File: src/hw/rtl/lkvc_pkg.sv
package lkvc_pkg;

   localparam int DEF_ENTRIES    = 16;
   localparam int DEF_KEY_BITS   = 16;
   localparam int DEF_VALUE_BITS = 16;

   localparam int          CAP_BITS  = 5;
   localparam logic [4:0]  CAP_RESET = 5'd16;

   localparam logic OP_GET = 1'b0;
   localparam logic OP_PUT = 1'b1;

   typedef enum logic [2:0] {
      ST_IDLE,
      ST_SCAN,
      ST_DECIDE,
      ST_UPDATE,
      ST_FINISH
   } state_type;

endpackage

File: src/hw/rtl/lkvc_entry_ram.sv
module lkvc_entry_ram #(
   parameter int DEPTH      = 16,
   parameter int WORD_BITS  = 36,
   parameter int ADDR_BITS  = 4
) (
   input  logic                 clock,
   input  logic                 write_enable,
   input  logic [ADDR_BITS-1:0] write_addr,
   input  logic [WORD_BITS-1:0] write_data,
   input  logic [ADDR_BITS-1:0] read_addr,
   output logic [WORD_BITS-1:0] read_data
);

   logic [WORD_BITS-1:0] mem [DEPTH];
   logic [WORD_BITS-1:0] read_data_ff;

   always_ff @(posedge clock) begin
      if (write_enable) begin
         mem[write_addr] <= write_data;
      end
      read_data_ff <= mem[read_addr];
   end

   assign read_data = read_data_ff;

endmodule

File: src/hw/rtl/lru_key_value_cache.sv
// lru_key_value_cache: fully associative key/value store with true lru replacement.
// request channel (req_): operation (get or put), key and write value, taken at a
// clock edge with req_valid high and req_stall low. one result item per request
// comes out on the rsp_ channel: hit, read value and evicted flag.
// csr_write_enable loads the capacity register (values of zero act as one, values
// above ENTRIES act as ENTRIES); write it only while the block is idle.
// each entry (key, value, recency rank) sits in one word of a single-port-write
// synchronous ram. an item takes one read sweep over all entries to find the key,
// the victim and a free slot, then, for a hit or a put, a read-modify-write sweep
// that ages the ranks and writes the target entry.
// the ram sweeps set the time from accept to the result showing on rsp_valid.
// one item is in work at a time; a new item is taken once the previous result is
// in the output register, even while that result is still stalled.
// if rsp_stall holds a result, the next finished item waits in its last state.
// reset (synchronous) empties the cache, sets capacity to 16 and drops any
// pending result; the ram contents need no clearing since valid bits guard them.
module lru_key_value_cache #(
   parameter int ENTRIES    = lkvc_pkg::DEF_ENTRIES,
   parameter int KEY_BITS   = lkvc_pkg::DEF_KEY_BITS,
   parameter int VALUE_BITS = lkvc_pkg::DEF_VALUE_BITS
) (
   input  logic                            clock,
   input  logic                            reset,
   input  logic                            req_valid,
   output logic                            req_stall,
   input  logic                            req_operation,
   input  logic [KEY_BITS-1:0]             req_key,
   input  logic [VALUE_BITS-1:0]           req_write_value,
   output logic                            rsp_valid,
   input  logic                            rsp_stall,
   output logic                            rsp_hit,
   output logic [VALUE_BITS-1:0]           rsp_read_value,
   output logic                            rsp_evicted,
   input  logic                            csr_write_enable,
   input  logic [lkvc_pkg::CAP_BITS-1:0]   csr_write_data
);

   import lkvc_pkg::*;

   localparam int IB   = (ENTRIES > 1) ? $clog2(ENTRIES) : 1;
   localparam int RB   = IB;
   localparam int OB   = $clog2(ENTRIES + 1);
   localparam int CW   = (OB > CAP_BITS) ? OB : CAP_BITS;
   localparam int WW   = KEY_BITS + VALUE_BITS + RB;
   localparam logic [IB-1:0] LAST = IB'(ENTRIES - 1);

   // fsm
   state_type state_ff, state_in;

   // sweep control
   logic [IB-1:0] cnt_ff, cnt_in;
   logic          issue_ff, issue_in;
   logic          rd_vld_ff, rd_vld_in;
   logic [IB-1:0] rd_idx_ff, rd_idx_in;

   // captured request
   logic                  op_ff, op_in;
   logic [KEY_BITS-1:0]   key_ff, key_in;
   logic [VALUE_BITS-1:0] wval_ff, wval_in;

   // scan results
   logic                  found_ff, found_in;
   logic [IB-1:0]         found_idx_ff, found_idx_in;
   logic [RB-1:0]         found_rank_ff, found_rank_in;
   logic [VALUE_BITS-1:0] found_val_ff, found_val_in;
   logic                  vict_ff, vict_in;
   logic [IB-1:0]         vict_idx_ff, vict_idx_in;
   logic [RB-1:0]         vict_rank_ff, vict_rank_in;
   logic                  free_ff, free_in;
   logic [IB-1:0]         free_idx_ff, free_idx_in;

   // update plan
   logic [IB-1:0]         tgt_idx_ff, tgt_idx_in;
   logic [RB-1:0]         limit_ff, limit_in;
   logic                  age_all_ff, age_all_in;
   logic [VALUE_BITS-1:0] new_val_ff, new_val_in;

   // result waiting for the output register
   logic                  res_hit_ff, res_hit_in;
   logic [VALUE_BITS-1:0] res_rval_ff, res_rval_in;
   logic                  res_evict_ff, res_evict_in;

   // architectural state outside the ram
   logic [ENTRIES-1:0]    valid_ff, valid_in;
   logic [OB-1:0]         occ_ff, occ_in;
   logic [CAP_BITS-1:0]   cap_ff, cap_in;

   // output register
   logic                  rsp_valid_ff, rsp_valid_in;
   logic                  rsp_hit_ff, rsp_hit_in;
   logic [VALUE_BITS-1:0] rsp_rval_ff, rsp_rval_in;
   logic                  rsp_evict_ff, rsp_evict_in;

   // fsm outputs
   logic accept;
   logic begin_sweep;
   logic scan_en;
   logic decide_en;
   logic upd_en;
   logic load_rsp;
   logic sweep_last;

   // ram port
   logic          ram_we;
   logic [IB-1:0] ram_waddr;
   logic [WW-1:0] ram_wdata;
   logic [WW-1:0] ram_rdata;

   logic [KEY_BITS-1:0]   rd_key;
   logic [VALUE_BITS-1:0] rd_val;
   logic [RB-1:0]         rd_rank;

   // decision terms
   logic          is_put;
   logic          do_insert;
   logic          do_evict;
   logic          do_update;
   logic [CW-1:0] cap_ext;
   logic [CW-1:0] eff_cap;

   assign rd_key  = ram_rdata[WW-1 -: KEY_BITS];
   assign rd_val  = ram_rdata[RB +: VALUE_BITS];
   assign rd_rank = ram_rdata[RB-1:0];

   assign sweep_last = rd_vld_ff && (rd_idx_ff == LAST);

   assign cap_ext = CW'(cap_ff);
   always_comb begin
      if (cap_ff == '0) begin
         eff_cap = CW'(1);
      end else if (cap_ext > CW'(ENTRIES)) begin
         eff_cap = CW'(ENTRIES);
      end else begin
         eff_cap = cap_ext;
      end
   end

   assign is_put    = (op_ff == OP_PUT);
   assign do_insert = !found_ff && is_put && (CW'(occ_ff) < eff_cap);
   assign do_evict  = !found_ff && is_put && !do_insert;
   assign do_update = found_ff || is_put;

   // next state
   always_comb begin
      state_in = state_ff;
      case (state_ff)
         ST_IDLE: begin
            if (req_valid) state_in = ST_SCAN;
         end
         ST_SCAN: begin
            if (sweep_last) state_in = ST_DECIDE;
         end
         ST_DECIDE: begin
            state_in = do_update ? ST_UPDATE : ST_FINISH;
         end
         ST_UPDATE: begin
            if (sweep_last) state_in = ST_FINISH;
         end
         ST_FINISH: begin
            if (!rsp_valid_ff || !rsp_stall) state_in = ST_IDLE;
         end
         default: begin
            state_in = ST_IDLE;
         end
      endcase
   end

   // fsm outputs
   always_comb begin
      req_stall = 1'b1;
      accept    = 1'b0;
      scan_en   = 1'b0;
      decide_en = 1'b0;
      upd_en    = 1'b0;
      load_rsp  = 1'b0;
      case (state_ff)
         ST_IDLE: begin
            req_stall = 1'b0;
            accept    = req_valid;
         end
         ST_SCAN: begin
            scan_en = 1'b1;
         end
         ST_DECIDE: begin
            decide_en = 1'b1;
         end
         ST_UPDATE: begin
            upd_en = 1'b1;
         end
         ST_FINISH: begin
            load_rsp = !rsp_valid_ff || !rsp_stall;
         end
         default: begin
            req_stall = 1'b1;
         end
      endcase
   end

   assign begin_sweep = accept || (decide_en && do_update);

   // datapath next values
   always_comb begin
      cnt_in        = cnt_ff;
      issue_in      = issue_ff;
      rd_vld_in     = issue_ff;
      rd_idx_in     = cnt_ff;
      op_in         = op_ff;
      key_in        = key_ff;
      wval_in       = wval_ff;
      found_in      = found_ff;
      found_idx_in  = found_idx_ff;
      found_rank_in = found_rank_ff;
      found_val_in  = found_val_ff;
      vict_in       = vict_ff;
      vict_idx_in   = vict_idx_ff;
      vict_rank_in  = vict_rank_ff;
      free_in       = free_ff;
      free_idx_in   = free_idx_ff;
      tgt_idx_in    = tgt_idx_ff;
      limit_in      = limit_ff;
      age_all_in    = age_all_ff;
      new_val_in    = new_val_ff;
      res_hit_in    = res_hit_ff;
      res_rval_in   = res_rval_ff;
      res_evict_in  = res_evict_ff;
      valid_in      = valid_ff;
      occ_in        = occ_ff;
      cap_in        = csr_write_enable ? csr_write_data : cap_ff;
      rsp_valid_in  = rsp_valid_ff && rsp_stall;
      rsp_hit_in    = rsp_hit_ff;
      rsp_rval_in   = rsp_rval_ff;
      rsp_evict_in  = rsp_evict_ff;
      ram_we        = 1'b0;
      ram_waddr     = rd_idx_ff;
      ram_wdata     = ram_rdata;

      // read address sequencer, shared by both sweeps
      if (begin_sweep) begin
         cnt_in   = '0;
         issue_in = 1'b1;
      end else if (issue_ff) begin
         if (cnt_ff == LAST) begin
            issue_in = 1'b0;
         end else begin
            cnt_in = cnt_ff + IB'(1);
         end
      end

      if (accept) begin
         op_in    = req_operation;
         key_in   = req_key;
         wval_in  = req_write_value;
         found_in = 1'b0;
         vict_in  = 1'b0;
         free_in  = 1'b0;
      end

      if (scan_en && rd_vld_ff) begin
         if (valid_ff[rd_idx_ff]) begin
            if (!found_ff && rd_key == key_ff) begin
               found_in      = 1'b1;
               found_idx_in  = rd_idx_ff;
               found_rank_in = rd_rank;
               found_val_in  = rd_val;
            end
            if (!vict_ff || rd_rank > vict_rank_ff) begin
               vict_in      = 1'b1;
               vict_idx_in  = rd_idx_ff;
               vict_rank_in = rd_rank;
            end
         end else if (!free_ff) begin
            free_in     = 1'b1;
            free_idx_in = rd_idx_ff;
         end
      end

      if (decide_en) begin
         age_all_in   = do_insert;
         limit_in     = found_ff ? found_rank_ff : vict_rank_ff;
         res_hit_in   = found_ff;
         res_evict_in = do_evict;
         res_rval_in  = (found_ff && !is_put) ? found_val_ff : '0;
         new_val_in   = (found_ff && !is_put) ? found_val_ff : wval_ff;
         if (found_ff) begin
            tgt_idx_in = found_idx_ff;
         end else if (do_insert) begin
            tgt_idx_in = free_idx_ff;
         end else begin
            tgt_idx_in = vict_idx_ff;
         end
         if (do_insert) begin
            valid_in[free_idx_ff] = 1'b1;
            occ_in                = occ_ff + OB'(1);
         end
      end

      // rank aging: entries younger than the limit move back by one (all live ones on an insert)
      if (upd_en && rd_vld_ff) begin
         if (rd_idx_ff == tgt_idx_ff) begin
            ram_we    = 1'b1;
            ram_wdata = {key_ff, new_val_ff, {RB{1'b0}}};
         end else if (valid_ff[rd_idx_ff] && (age_all_ff || rd_rank < limit_ff)) begin
            ram_we    = 1'b1;
            ram_wdata = {rd_key, rd_val, rd_rank + RB'(1)};
         end
      end

      if (load_rsp) begin
         rsp_valid_in = 1'b1;
         rsp_hit_in   = res_hit_ff;
         rsp_rval_in  = res_rval_ff;
         rsp_evict_in = res_evict_ff;
      end
   end

   always_ff @(posedge clock) begin
      if (reset) begin
         state_ff     <= ST_IDLE;
         issue_ff     <= 1'b0;
         rd_vld_ff    <= 1'b0;
         valid_ff     <= '0;
         occ_ff       <= '0;
         cap_ff       <= CAP_RESET;
         rsp_valid_ff <= 1'b0;
      end else begin
         state_ff     <= state_in;
         issue_ff     <= issue_in;
         rd_vld_ff    <= rd_vld_in;
         valid_ff     <= valid_in;
         occ_ff       <= occ_in;
         cap_ff       <= cap_in;
         rsp_valid_ff <= rsp_valid_in;
      end
   end

   always_ff @(posedge clock) begin
      cnt_ff        <= cnt_in;
      rd_idx_ff     <= rd_idx_in;
      op_ff         <= op_in;
      key_ff        <= key_in;
      wval_ff       <= wval_in;
      found_ff      <= found_in;
      found_idx_ff  <= found_idx_in;
      found_rank_ff <= found_rank_in;
      found_val_ff  <= found_val_in;
      vict_ff       <= vict_in;
      vict_idx_ff   <= vict_idx_in;
      vict_rank_ff  <= vict_rank_in;
      free_ff       <= free_in;
      free_idx_ff   <= free_idx_in;
      tgt_idx_ff    <= tgt_idx_in;
      limit_ff      <= limit_in;
      age_all_ff    <= age_all_in;
      new_val_ff    <= new_val_in;
      res_hit_ff    <= res_hit_in;
      res_rval_ff   <= res_rval_in;
      res_evict_ff  <= res_evict_in;
      rsp_hit_ff    <= rsp_hit_in;
      rsp_rval_ff   <= rsp_rval_in;
      rsp_evict_ff  <= rsp_evict_in;
   end

   lkvc_entry_ram #(
      .DEPTH     (ENTRIES),
      .WORD_BITS (WW),
      .ADDR_BITS (IB)
   ) u_entry_ram (
      .clock        (clock),
      .write_enable (ram_we),
      .write_addr   (ram_waddr),
      .write_data   (ram_wdata),
      .read_addr    (cnt_ff),
      .read_data    (ram_rdata)
   );

   assign rsp_valid      = rsp_valid_ff;
   assign rsp_hit        = rsp_hit_ff;
   assign rsp_read_value = rsp_rval_ff;
   assign rsp_evicted    = rsp_evict_ff;

endmodule

File: config.mk
export PLATFORM = sky130hd
export DESIGN_NAME = lru_key_value_cache
export DESIGN_NICKNAME = d
export VERILOG_FILES = /design/src/hw/rtl/lkvc_pkg.sv /design/src/hw/rtl/lkvc_entry_ram.sv /design/src/hw/rtl/lru_key_value_cache.sv
export SDC_FILE = /design/constraint.sdc
export NUM_CORES = 1
export LEC_CHECK = 0
export BUFFER_PORTS_ARGS = -buffer_cell sky130_fd_sc_hd__buf_4
export CAP_MARGIN = 20
export CORE_MARGIN = 2
export CORE_UTILIZATION = 50
export CTS_CLUSTER_DIAMETER = 100
export DETAILED_ROUTE_END_ITERATION = 16
export PLACE_DENSITY = 0.66
export SLEW_MARGIN = 10
export SYNTH_ARGS = -nofsm -noshare
export SYNTH_HDL_FRONTEND = slang
export SYNTH_HIERARCHICAL = 1
export SYNTH_SLANG_ARGS = --single-unit
File: constraint.sdc
create_clock -name clock -period 6.58 [get_ports clock]
set_clock_uncertainty 0.05 [all_clocks]
set_input_delay 0.329 -clock clock [delete_from_list [all_inputs] [get_ports clock]]
set_output_delay 0.329 -clock clock [all_outputs]
set_load 0.02 [all_outputs]
==> results.sh, run 1 <==
export IMPL_dpl_hpwl_um=31800
export IMPL_num_io_pins=63
export IMPL_dr_pass1_iters=5
export IMPL_synth_most_common_cell="edfxtp_1"
export IMPL_syn2layout_area_growth_pct=15.28
export IMPL_hold_class="in -> reg"
export IMPL_synth_top_area_share=0.7212
export IMPL_slowest_stage="nor2_4"
export IMPL_yosys_top_cells_area="edfxtp_1 (72%), mux4_2 (11%), dfxtp_1 (5.4%)"
export IMPL_yosys_warnings=6
export IMPL_first_iter_violations=1249
export IMPL_antenna_found_initial=0
export IMPL_vias_per_cell=5.833
export IMPL_critical_path_depth=8
export IMPL_hold_viol=0
export IMPL_cts_made_buffers=79
export IMPL_syn_cell_area_um2=29390
export IMPL_fmax_mhz=234.3
export IMPL_peakVddDrop_mv=0.2142
export IMPL_cts_tree="yes"
export IMPL_yosys_area_top_type="edfxtp_1"
export IMPL_rsz0062_at_grt="no"
export IMPL_track_usage=0.2017
export IMPL_critical_path_arrival_ns=4.50
export IMPL_grt_pass1_vias=14640
export IMPL_die_area_um2=60750
export IMPL_design_area_um2=33890
export IMPL_path_clk_slew_ns=0.06
export IMPL_dieWidth_um=246.5
export IMPL_reg2regPathDepth=8
export IMPL_worstPathRequired_ns=6.82
export IMPL_fin_crit_sh=0.6487
export IMPL_synth_distinct_cells=52
export IMPL_outcome="completed"
export IMPL_placed_area_um2=30880
export IMPL_ys_ff_latch=785
export IMPL_post_cts_setup_buffers=0
export IMPL_fillers=4193
export IMPL_pre_cts_slack_ns=2.247
export IMPL_slew_headroom=0.2315
export IMPL_gp_congestion=0.7465
export IMPL_crit_path_start_kind="flip-flop"
export IMPL_synth_seq_area_share=0.7750
export IMPL_clk_latency_ns=0.61
export IMPL_clkSinkCount=785
export IMPL_syn_avg_cell_area_um2=20.19
export IMPL_grt_first_pass_wirelength_um=90100
export IMPL_grt_overflow_total=0
export IMPL_critPathCapture="u_entry_ram/mem[9][7]"
export IMPL_cap_violations=0
export IMPL_syn_inst=1456
export IMPL_htreeDepth=3
export IMPL_largest_reg_flops=576
export IMPL_cpPeakStageDelay_ns=0.97
export IMPL_critical_path_buf_inv_count=1
export IMPL_final_setup_tns_ns=0
export IMPL_synth_edf_count=706
export IMPL_fp_dieH_um=246.5
export IMPL_synthesis_nets=1513
export IMPL_async_reset_ff_frac=0
export IMPL_cp_startpoint="ram_waddr[0]"
export IMPL_io_buffers=62
export IMPL_top_register="u_entry_ram/mem"
export IMPL_drive_gt1_frac=0.2524
export IMPL_netlist_top_cells_count="edfxtp_1 (706), mux4_2 (148), nand2_1 (102)"
export IMPL_synth_flop_cell="edfxtp_1"
export IMPL_core_um2=57920
export IMPL_cts_max_path_buffers=3
export IMPL_wl_per_cell_um=24.44
export IMPL_rrSetupSlack_ns=2.31
export IMPL_p_leak_nw=10.99
export IMPL_end_kind="flip-flop"
export IMPL_critPathTopFamily="simple AND/OR/NAND/NOR gates"
export IMPL_start_util=0.5075
export IMPL_grt_max_degree=149
export IMPL_fin_crit_ns=4.268
export IMPL_drc=0
export IMPL_worstPathCellList="mux4_2, mux2i_1, mux2i_1, o311a_1, or2_2, nand3b_1, nor2_4, buf_4"
export IMPL_vias=14239
export IMPL_routed_wl_um=59670
export IMPL_reg2reg_from="ram_waddr[0]"
export IMPL_tightest_slew_ns=1.153
export IMPL_antenna_diode_count=0
export IMPL_postRouteAntennaNets=0
export IMPL_final_max_slew_viol_count=0
export IMPL_final_nets=1669
export IMPL_path_max_fanout=21
export IMPL_layout_setup_ws_ns=2.312
export IMPL_power_density_nw_per_um2=330.2
export IMPL_regToRegEndpoint="u_entry_ram/mem[9][7]"
export IMPL_core_rowCount=88
export IMPL_setup_viol=0
export IMPL_critPathKind="reg -> reg"
export IMPL_cp_common_cell="mux2i_1"
export IMPL_clk_root_buffer_cell="clkbuf_16"
-- per-stage QoR --
step           hold WS, ns  instances    util  power [mW]
3_3_place_gp        0.3518       2248  0.5332       6.956
4_1_cts            0.02789       2439  0.5841       11.31
5_1_grt            0.05515       2441  0.5851       11.60
6_report           0.05503       2441  0.5851       11.19
3_5_place_dp        0.3545       2248  0.5332       6.984
2_1_floorplan       0.3262       1456       -       6.680
-- how the worst min path moves through the flow --
stage | depth (start not counted) | end | from | slack, ns
2_1_floorplan | 0 | ram_waddr[1] | cnt_ff[1] | 0.33
3_3_place_gp | 0 | rsp_hit | res_hit_ff | 0.35
3_5_place_dp | 0 | rsp_read_value[14] | res_rval_ff[14] | 0.35
4_1_cts | 2 | valid_ff[9] | reset | 0.03
5_1_grt | 2 | valid_ff[13] | reset | 0.06
6_report | 2 | rd_vld_ff | reset | 0.06
-- placed cells by master, fill, tap and decap left out, types with 5 or more instances in the layout --
cell	synthesis	final
edfxtp_1	706	706
mux4_2	148	148
nand2_1	102	102
buf_4	0	90
clkbuf_16	0	81
dfxtp_1	79	77
a22oi_1	72	72
dlygate4sd3_1	0	46
nor2_1	49	36
mux2_2	33	33
clkbuf_1	32	21
xor2_1	19	19
clkinv_2	0	19
and2_1	18	17
inv_1	16	14
ha_1	14	14
nor2_4	0	13
a31oi_1	12	12
mux2i_1	11	11
nor2b_1	13	10
clkinv_1	1	10
a21o_1	9	9
a21oi_1	10	9
o21ai_0	8	8
nand4_1	6	6
nand2b_1	5	5
xnor2_1	5	5
nand3_1	5	5
inv_6	0	5
bufinv_16	0	5
-- repair_timing --
action,CTS,global route
endpoints found under the hold margin,40,0
hold buffers,46,0
resized for setup,0,0
-- power breakdown --
group | total, mW | internal [mW] | leakage, nW | switching (mW)
registers | 5.83 | 5.73 | 6.99 | 0.104
logic | 1.07 | 0.475 | 2.76 | 0.590
clock network | 4.29 | 2.50 | 1.23 | 1.79
total | 11.2 | 8.70 | 11.0 | 2.49
-- kinds of logic after synthesis --
logic type	count (synthesis)	synth area share
flip-flops	785	0.7750
AO/OA/AOI/OAI	133	0.03346
AND/OR/NAND/NOR	226	0.03520
XOR/XNOR	24	0.007151
adder cells (fa/ha/maj)	14	0.005959
multiplexers	193	0.1302
buffers and inverters	81	0.01303
-- per-layer routing --
metal | vias to the layer above | part of all wire | track usage
met2 | 366 | 0.50 | 0.3396
li1 | 6212 | - | -
met5 | - | 0 | 0
met4 | 0 | 0.015 | 0.04305
met1 | 7588 | 0.43 | 0.2787
met3 | 73 | 0.050 | 0.03475
-- area by class of cell --
| type | count | area [um^2] | area share |
|---|---|---|---|
| Clock buffer | 105 | 2147 | 0.06336 |
| Clock inverter | 40 | 339.1 | 0.01001 |
| Inverter | 17 | 63.81 | 0.001883 |
| Multi-Input combinational cell | 590 | 6377 | 0.1882 |
| Sequential cell | 785 | 22790 | 0.6726 |
| Tap cell | 765 | 957.2 | 0.02825 |
| Timing Repair Buffer | 139 | 1211 | 0.03574 |
No activity file was read; power rests on OpenSTA's default activity.
==> run 2: changes to the inputs <==
- clock period: 6.58 -> 4.1 ns (I/O delays scaled with it)
==> run 2 against run 1 <==
  * Core utilization increased by 0.75 points
  * Global-route usage fell by 0.32 points
  * Routed wire length down 1.6%
  * Sequential cell count unchanged
  * Critical path depth is the same
  * Via count decreased by 0.91%
  * Register-to-register slack got worse by 1.7 ns
  * Die area stayed put
  * Power up 64%
  * Maximum frequency is 23% higher
  * Critical path type unchanged
  * Largest cell class unchanged
==> results.sh, run 2 (synthesized netlist as in run 1, its figures left out) <==
export IMPL_dpl_hpwl_um=32510
export IMPL_fp_dieH_um=246.5
export IMPL_p_leak_nw=11.15
export IMPL_dr_pass1_iters=5
export IMPL_antenna_found_initial=0
export IMPL_start_util=0.5075
export IMPL_reg2regPathDepth=8
export IMPL_placed_area_um2=31140
export IMPL_rsz0062_at_grt="no"
export IMPL_grt_use_met3=0.03214
export IMPL_seqPwrFrac=0.510
export IMPL_final_nets=1682
export IMPL_internal_power_mw=14.29
export IMPL_worstPathCellList="mux4_2, mux2i_1, mux2i_1, o311a_1, or2_2, nand3b_1, nor2_4, buf_12"
export IMPL_wl_per_cell_um=23.94
export IMPL_cts_tree="yes"
export IMPL_swShare=0.2214
export IMPL_hold_ws_ns=0.2519
export IMPL_critPathCapture="u_entry_ram/mem[11][6]"
export IMPL_grt_overflow_total=0
export IMPL_hold_viol=0
export IMPL_path_clk_slew_ns=0.06
export IMPL_io_buffers=62
export IMPL_fmax_mhz=288.5
export IMPL_clk_latency_ns=0.62
export IMPL_fin_crit_sh=0.8453
export IMPL_slew_headroom=0.2389
export IMPL_peakVddDrop_mv=0.3699
export IMPL_vias=14109
export IMPL_gp_congestion=0.7651
export IMPL_cap_violations=0
export IMPL_postRouteAntennaNets=0
export IMPL_regToRegEndpoint="u_entry_ram/mem[11][6]"
export IMPL_grt_pass1_vias=14541
export IMPL_core_rowCount=88
export IMPL_end_kind="flip-flop"
export IMPL_switchingPower_mw=4.064
export IMPL_routed_wl_um=58720
export IMPL_final_cell_mix="edfxtp_1 (706), mux4_2 (148), nand2_1 (102), clkbuf_16 (82), buf_4 (82)"
export IMPL_grt_max_degree=68
export IMPL_power_density_nw_per_um2=534.7
export IMPL_clkSinkCount=785
export IMPL_use_met2=0.3222
export IMPL_final_max_slew_viol_count=0
export IMPL_cts_max_path_buffers=3
export IMPL_largest_reg_flops=576
export IMPL_critical_path_arrival_ns=3.69
export IMPL_dieWidth_um=246.5
export IMPL_cp_common_cell="mux2i_1"
export IMPL_htreeDepth=3
export IMPL_cts_made_buffers=80
export IMPL_design_area_um2=34320
export IMPL_tightest_slew_ns=1.142
export IMPL_grt_first_pass_wirelength_um=89130
export IMPL_critPathKind="reg -> reg"
export IMPL_vias_per_cell=5.752
export IMPL_clk_root_buffer_cell="clkbuf_16"
export IMPL_postCtsResizedCells=0
export IMPL_clockPowerShare=0.394
export IMPL_first_iter_violations=1245
export IMPL_reg2reg_from="ram_waddr[2]"
export IMPL_worstPathRequired_ns=4.33
export IMPL_die_area_um2=60750
export IMPL_combPwrFrac=0.096
export IMPL_outcome="completed"
export IMPL_cpPeakStageDelay_ns=0.65
export IMPL_crit_path_start_kind="flip-flop"
export IMPL_hold_class="in -> reg"
export IMPL_fin_crit_ns=3.466
export IMPL_multi_input_area_um2=6392
export IMPL_syn2layout_area_growth_pct=16.76
export IMPL_fillers=4182
export IMPL_final_common_cell="edfxtp_1"
export IMPL_rrSetupSlack_ns=0.63
export IMPL_cp_startpoint="ram_waddr[2]"
export IMPL_setup_viol=0
export IMPL_path_max_fanout=26
export IMPL_drc=0
export IMPL_top_register="u_entry_ram/mem"
export IMPL_use_met1=0.2782
export IMPL_drive_gt1_frac=0.2541
export IMPL_core_um2=57920
export IMPL_antenna_diode_count=0
export IMPL_ff_latch_area_um2=22790
export IMPL_busiest_layer="met2"
export IMPL_slowest_stage="dfxtp_1"
export IMPL_num_io_pins=63
export IMPL_track_usage=0.1985
==> run 2: cell types whose count changed in the layout (fill, tap and decap cells not counted), moves of 2 or more <==
cell / before / now
clkinv_8: 0 / 3
inv_6: 5 / 1
clkbuf_8: 3 / 7
buf_16: 2 / 0
buf_12: 1 / 16
buf_4: 90 / 82
clkinv_2: 19 / 11
dlygate4sd3_1: 46 / 52
bufinv_16: 5 / 8
==> run 2: cell type report <==
| class | count | area share |
|---|---|---|
| Timing Repair Buffer | 151 | 0.04276 |
| Sequential cell | 785 | 0.6640 |
| Clock buffer | 109 | 0.06478 |
| Clock inverter | 36 | 0.01243 |
| Multi-Input combinational cell | 590 | 0.1863 |
| Inverter | 17 | 0.001859 |
| Tap cell | 765 | 0.02789 |
==> run 2: worst max-delay path, delay by kind of cell, from the launching register on <==
family / cells / cell delay (ns)
compound gates: 1 / 0.42
buf+inv: 1 / 0.30
simple gates: 3 / 1.02
mux: 3 / 0.66
flops: 1 / 0.65
==> run 2: timing repair <==
| action | CTS | global route |
|---|---|---|
| hold buffers | 52 | 0 |
| endpoints found under the hold margin | 59 | 0 |
| buffers inserted | 0 | 0 |
==> run 2: routing by layer <==
layer | vias to the layer above | part of all wire
li1 | 6244 | -
met1 | 7357 | 0.44
met2 | 426 | 0.49
met3 | 82 | 0.055
met4 | 0 | 0.023
met5 | - | 0
==> run 2: worst min-delay path by stage <==
stage	startpoint	end	slack, ns	cells after the start
after global routing	req_key[4]	key_ff[4]	0.24	2
final	req_key[3]	key_ff[3]	0.25	2
after detailed placement	req_write_value[10]	wval_ff[10]	0.33	1
after global placement	req_write_value[7]	wval_ff[7]	0.33	1
after CTS	req_write_value[7]	wval_ff[7]	0.22	2
after floorplan	req_operation	is_put	0.25	0
==> run 2: metrics by stage <==
stage | instances | utilization | power [mW] | setup TNS, ns | worst slack [ns]
2_1_floorplan | 1456 | - | 10.72 | -77.51 | -0.7225
3_3_place_gp | 2255 | 0.5377 | 11.22 | 0 | 0.7229
3_5_place_dp | 2255 | 0.5377 | 11.27 | 0 | 0.6485
4_1_cts | 2452 | 0.5924 | 18.54 | 0 | 0.6234
5_1_grt | 2453 | 0.5926 | 19.02 | 0 | 0.4667
6_report | 2453 | 0.5926 | 18.35 | 0 | 0.6344
==> run 2: power by group through the flow <==
stage / clock (mW) / combinational, mW / sequential (mW)
finish: 7.23 / 1.77 / 9.35
global route: 7.71 / 1.93 / 9.37
CTS: 7.38 / 1.80 / 9.36
detailed placement: 0 / 1.75 / 9.52
global placement: 0 / 1.71 / 9.51
floorplan: 0 / 1.30 / 9.42
==> run 3: changes to the inputs <==
- ABC_AREA: default -> 1
- PLACE_DENSITY: 0.66 -> 0.68
- clock period: 4.1 -> 3 ns (I/O delays scaled with it)
==> run 3 against run 2 <==
  * Maximum frequency increased by 22%
  * Die area rose by 11%
  * Hold slack got worse by 0.058 ns
  * Worst setup slack lost 0.47 ns
  * Routed wire length rose by 31%
  * Power increased by 49%
  * Via count is 55% higher
  * Sequential cell count did not move
  * Clock-buffer cell count increased by 13
  * First-iteration DRC count is 62% higher
  * Critical path depth increased by 1
==> results.sh, run 3 <==
export IMPL_outcome="completed"
export IMPL_post_cts_setup_buffers=0
export IMPL_power_density_nw_per_um2=721.9
export IMPL_vias_per_cell=5.219
export IMPL_antenna_found_initial=3
export IMPL_clk_latency_ns=0.62
export IMPL_pre_cts_slack_ns=-0.01566
export IMPL_routed_wl_um=76840
export IMPL_top_register="u_entry_ram/mem"
export IMPL_final_setup_tns_ns=0
export IMPL_hold_ws_ns=0.1937
export IMPL_syn_inst=3124
export IMPL_synth_flop_cell="edfxtp_1"
export IMPL_drive_gt1_frac=0.09080
export IMPL_peakVddDrop_mv=0.4080
export IMPL_final_cells=4182
export IMPL_synthesis_nets=3181
export IMPL_dpl_cell_count=3979
export IMPL_die_area_um2=67650
export IMPL_busiest_layer="met2"
export IMPL_synth_distinct_cells=41
export IMPL_critical_path_arrival_ns=3.06
export IMPL_num_io_pins=63
export IMPL_grt_pass1_vias=21100
export IMPL_synth_edf_count=706
export IMPL_worstPathRequired_ns=3.22
export IMPL_largest_reg_flops=576
export IMPL_start_util=0.5069
export IMPL_critPathKind="reg -> reg"
export IMPL_cts_tree="yes"
export IMPL_final_nets=3318
export IMPL_final_cell_mix="nand2_1 (968), edfxtp_1 (706), inv_1 (521), nand3_1 (461), buf_4 (108)"
export IMPL_grt_use_met3=0.04288
export IMPL_yosys_warnings=6
export IMPL_crit_path_start_kind="flip-flop"
export IMPL_tightest_slew_ns=1.062
export IMPL_postRouteAntennaNets=0
export IMPL_gp_congestion=0.8582
export IMPL_track_usage=0.2295
export IMPL_final_max_slew_viol_count=0
export IMPL_grt_overflow_total=0
export IMPL_critical_path_buf_inv_count=3
export IMPL_hold_viol=0
export IMPL_yosys_top_cells_area="edfxtp_1 (65%), nand2_1 (11%), nand3_1 (7.0%)"
export IMPL_fp_dieH_um=260.1
export IMPL_total_power_mw=27.32
export IMPL_htreeDepth=3
export IMPL_cts_made_buffers=81
export IMPL_syn2layout_area_growth_pct=15.38
export IMPL_path_clk_slew_ns=0.06
export IMPL_clkSinkCount=785
export IMPL_fmax_mhz=353.1
export IMPL_fillers=5182
export IMPL_slowest_stage="dfxtp_1"
export IMPL_vias=21826
export IMPL_async_reset_ff_frac=0
export IMPL_first_iter_violations=2013
export IMPL_ys_ff_latch=785
export IMPL_rsz0062_at_grt="no"
export IMPL_syn_avg_cell_area_um2=10.50
export IMPL_syn_cell_area_um2=32800
export IMPL_synth_seq_area_share=0.6947
export IMPL_core_um2=64700
export IMPL_cp_common_cell="nand2_1"
export IMPL_placed_area_um2=34660
export IMPL_setup_viol=0
export IMPL_end_kind="flip-flop"
export IMPL_dr_pass1_iters=6
export IMPL_dieWidth_um=260.1
export IMPL_path_max_fanout=24
export IMPL_use_met2=0.3796
export IMPL_yosys_area_top_type="edfxtp_1"
export IMPL_layout_setup_ws_ns=0.1681
export IMPL_fin_crit_sh=0.9440
export IMPL_grt_first_pass_wirelength_um=118100
export IMPL_synth_most_common_cell="nand2_1"
export IMPL_design_area_um2=37840
export IMPL_clk_root_buffer_cell="clkbuf_16"
export IMPL_netlist_top_cells_count="nand2_1 (968), edfxtp_1 (706), inv_1 (522)"
export IMPL_io_buffers=62
export IMPL_wl_per_cell_um=18.37
export IMPL_final_core_util=0.5849
export IMPL_cpPeakStageDelay_ns=0.48
export IMPL_critPathTopFamily="simple AND/OR/NAND/NOR gates"
export IMPL_core_rowCount=93
export IMPL_fin_crit_ns=2.832
export IMPL_final_common_cell="nand2_1"
export IMPL_use_met1=0.3074
export IMPL_cts_max_path_buffers=3
export IMPL_grt_max_degree=204
export IMPL_worstPathCellList="inv_2, nor3_2, nand2_1, a211oi_4, nand3_1, nor2_2, nand2_1, inv_1, buf_4"
export IMPL_cap_violations=0
export IMPL_synth_top_area_share=0.6464
export IMPL_dpl_hpwl_um=43080
export IMPL_drc=0
export IMPL_p_leak_nw=15.87
export IMPL_hold_class="in -> reg"
export IMPL_slew_headroom=0.2875
==> run 3: cell types whose count changed after synthesis, sizes merged, moves of 11 or more <==
| cell | before | now |
|---|---|---|
| nand2 | 102 | 972 |
| inv | 16 | 526 |
| nand3 | 5 | 461 |
| mux4 | 148 | 0 |
| buf | 32 | 108 |
| nor2 | 49 | 124 |
| a22oi | 72 | 0 |
| mux2 | 34 | 0 |
| o21ai | 9 | 36 |
| and2 | 18 | 0 |
| nor2b | 13 | 0 |
| a31oi | 12 | 1 |
| mux2i | 11 | 0 |
==> run 3: final timing paths <==
check | from | endpoint | slack (ns) | cells after the start
setup / recovery | state_ff[0] | found_val_ff[13] | 0.17 | 9
hold / removal | req_key[12] | key_ff[12] | 0.19 | 2
setup reg to reg | state_ff[0] | found_val_ff[13] | 0.17 | 9
hold reg to reg | res_rval_ff[1] | rsp_read_value[1] | 0.36 | 0
==> run 3: per-layer routing <==
| layer | share of wire | up-vias | wire length [um] |
|---|---|---|---|
| li1 | - | 10393 | - |
| met1 | 0.42 | 10394 | 32000 |
| met2 | 0.48 | 897 | 36540 |
| met3 | 0.084 | 140 | 6465 |
| met4 | 0.024 | 2 | 1816 |
| met5 | 0.00017 | - | 13 |
==> run 3: what timing repair did <==
item | CTS | global route
setup endpoints to repair | 24 | 24
resized for setup | 1 | 1
hold buffers | 52 | 0
hold endpoints to repair | 66 | 0
cloned | 0 | 0
==> run 3: cell families after synthesis <==
logic type                 Yosys count  share of synthesized area
and+or+nand+nor                   1582                     0.2019
buffers and inverters              663                    0.08267
AOI/OAI and AO/OA                   65                    0.01141
xor gates and xnor gates            15                   0.004006
DFF                                785                     0.6947
adders and majority gates           14                   0.005341
==> run 3: cell type report <==
class	count	area, um^2	area share
Clock buffer	122	2405	0.06355
Antenna cell	1	2.502	0.00006613
Multi-Input combinational cell	1676	7432	0.1964
Timing Repair Buffer	189	1912	0.05052
Clock inverter	26	231.5	0.006117
Sequential cell	785	22790	0.6024
Tap cell	855	1070	0.02827
Inverter	528	1993	0.05267
==> run 3: power breakdown <==
group / internal, mW / switching [mW]
Sequential: 13.0 / 0.263
Clock: 5.80 / 4.06
Combinational: 1.16 / 3.02
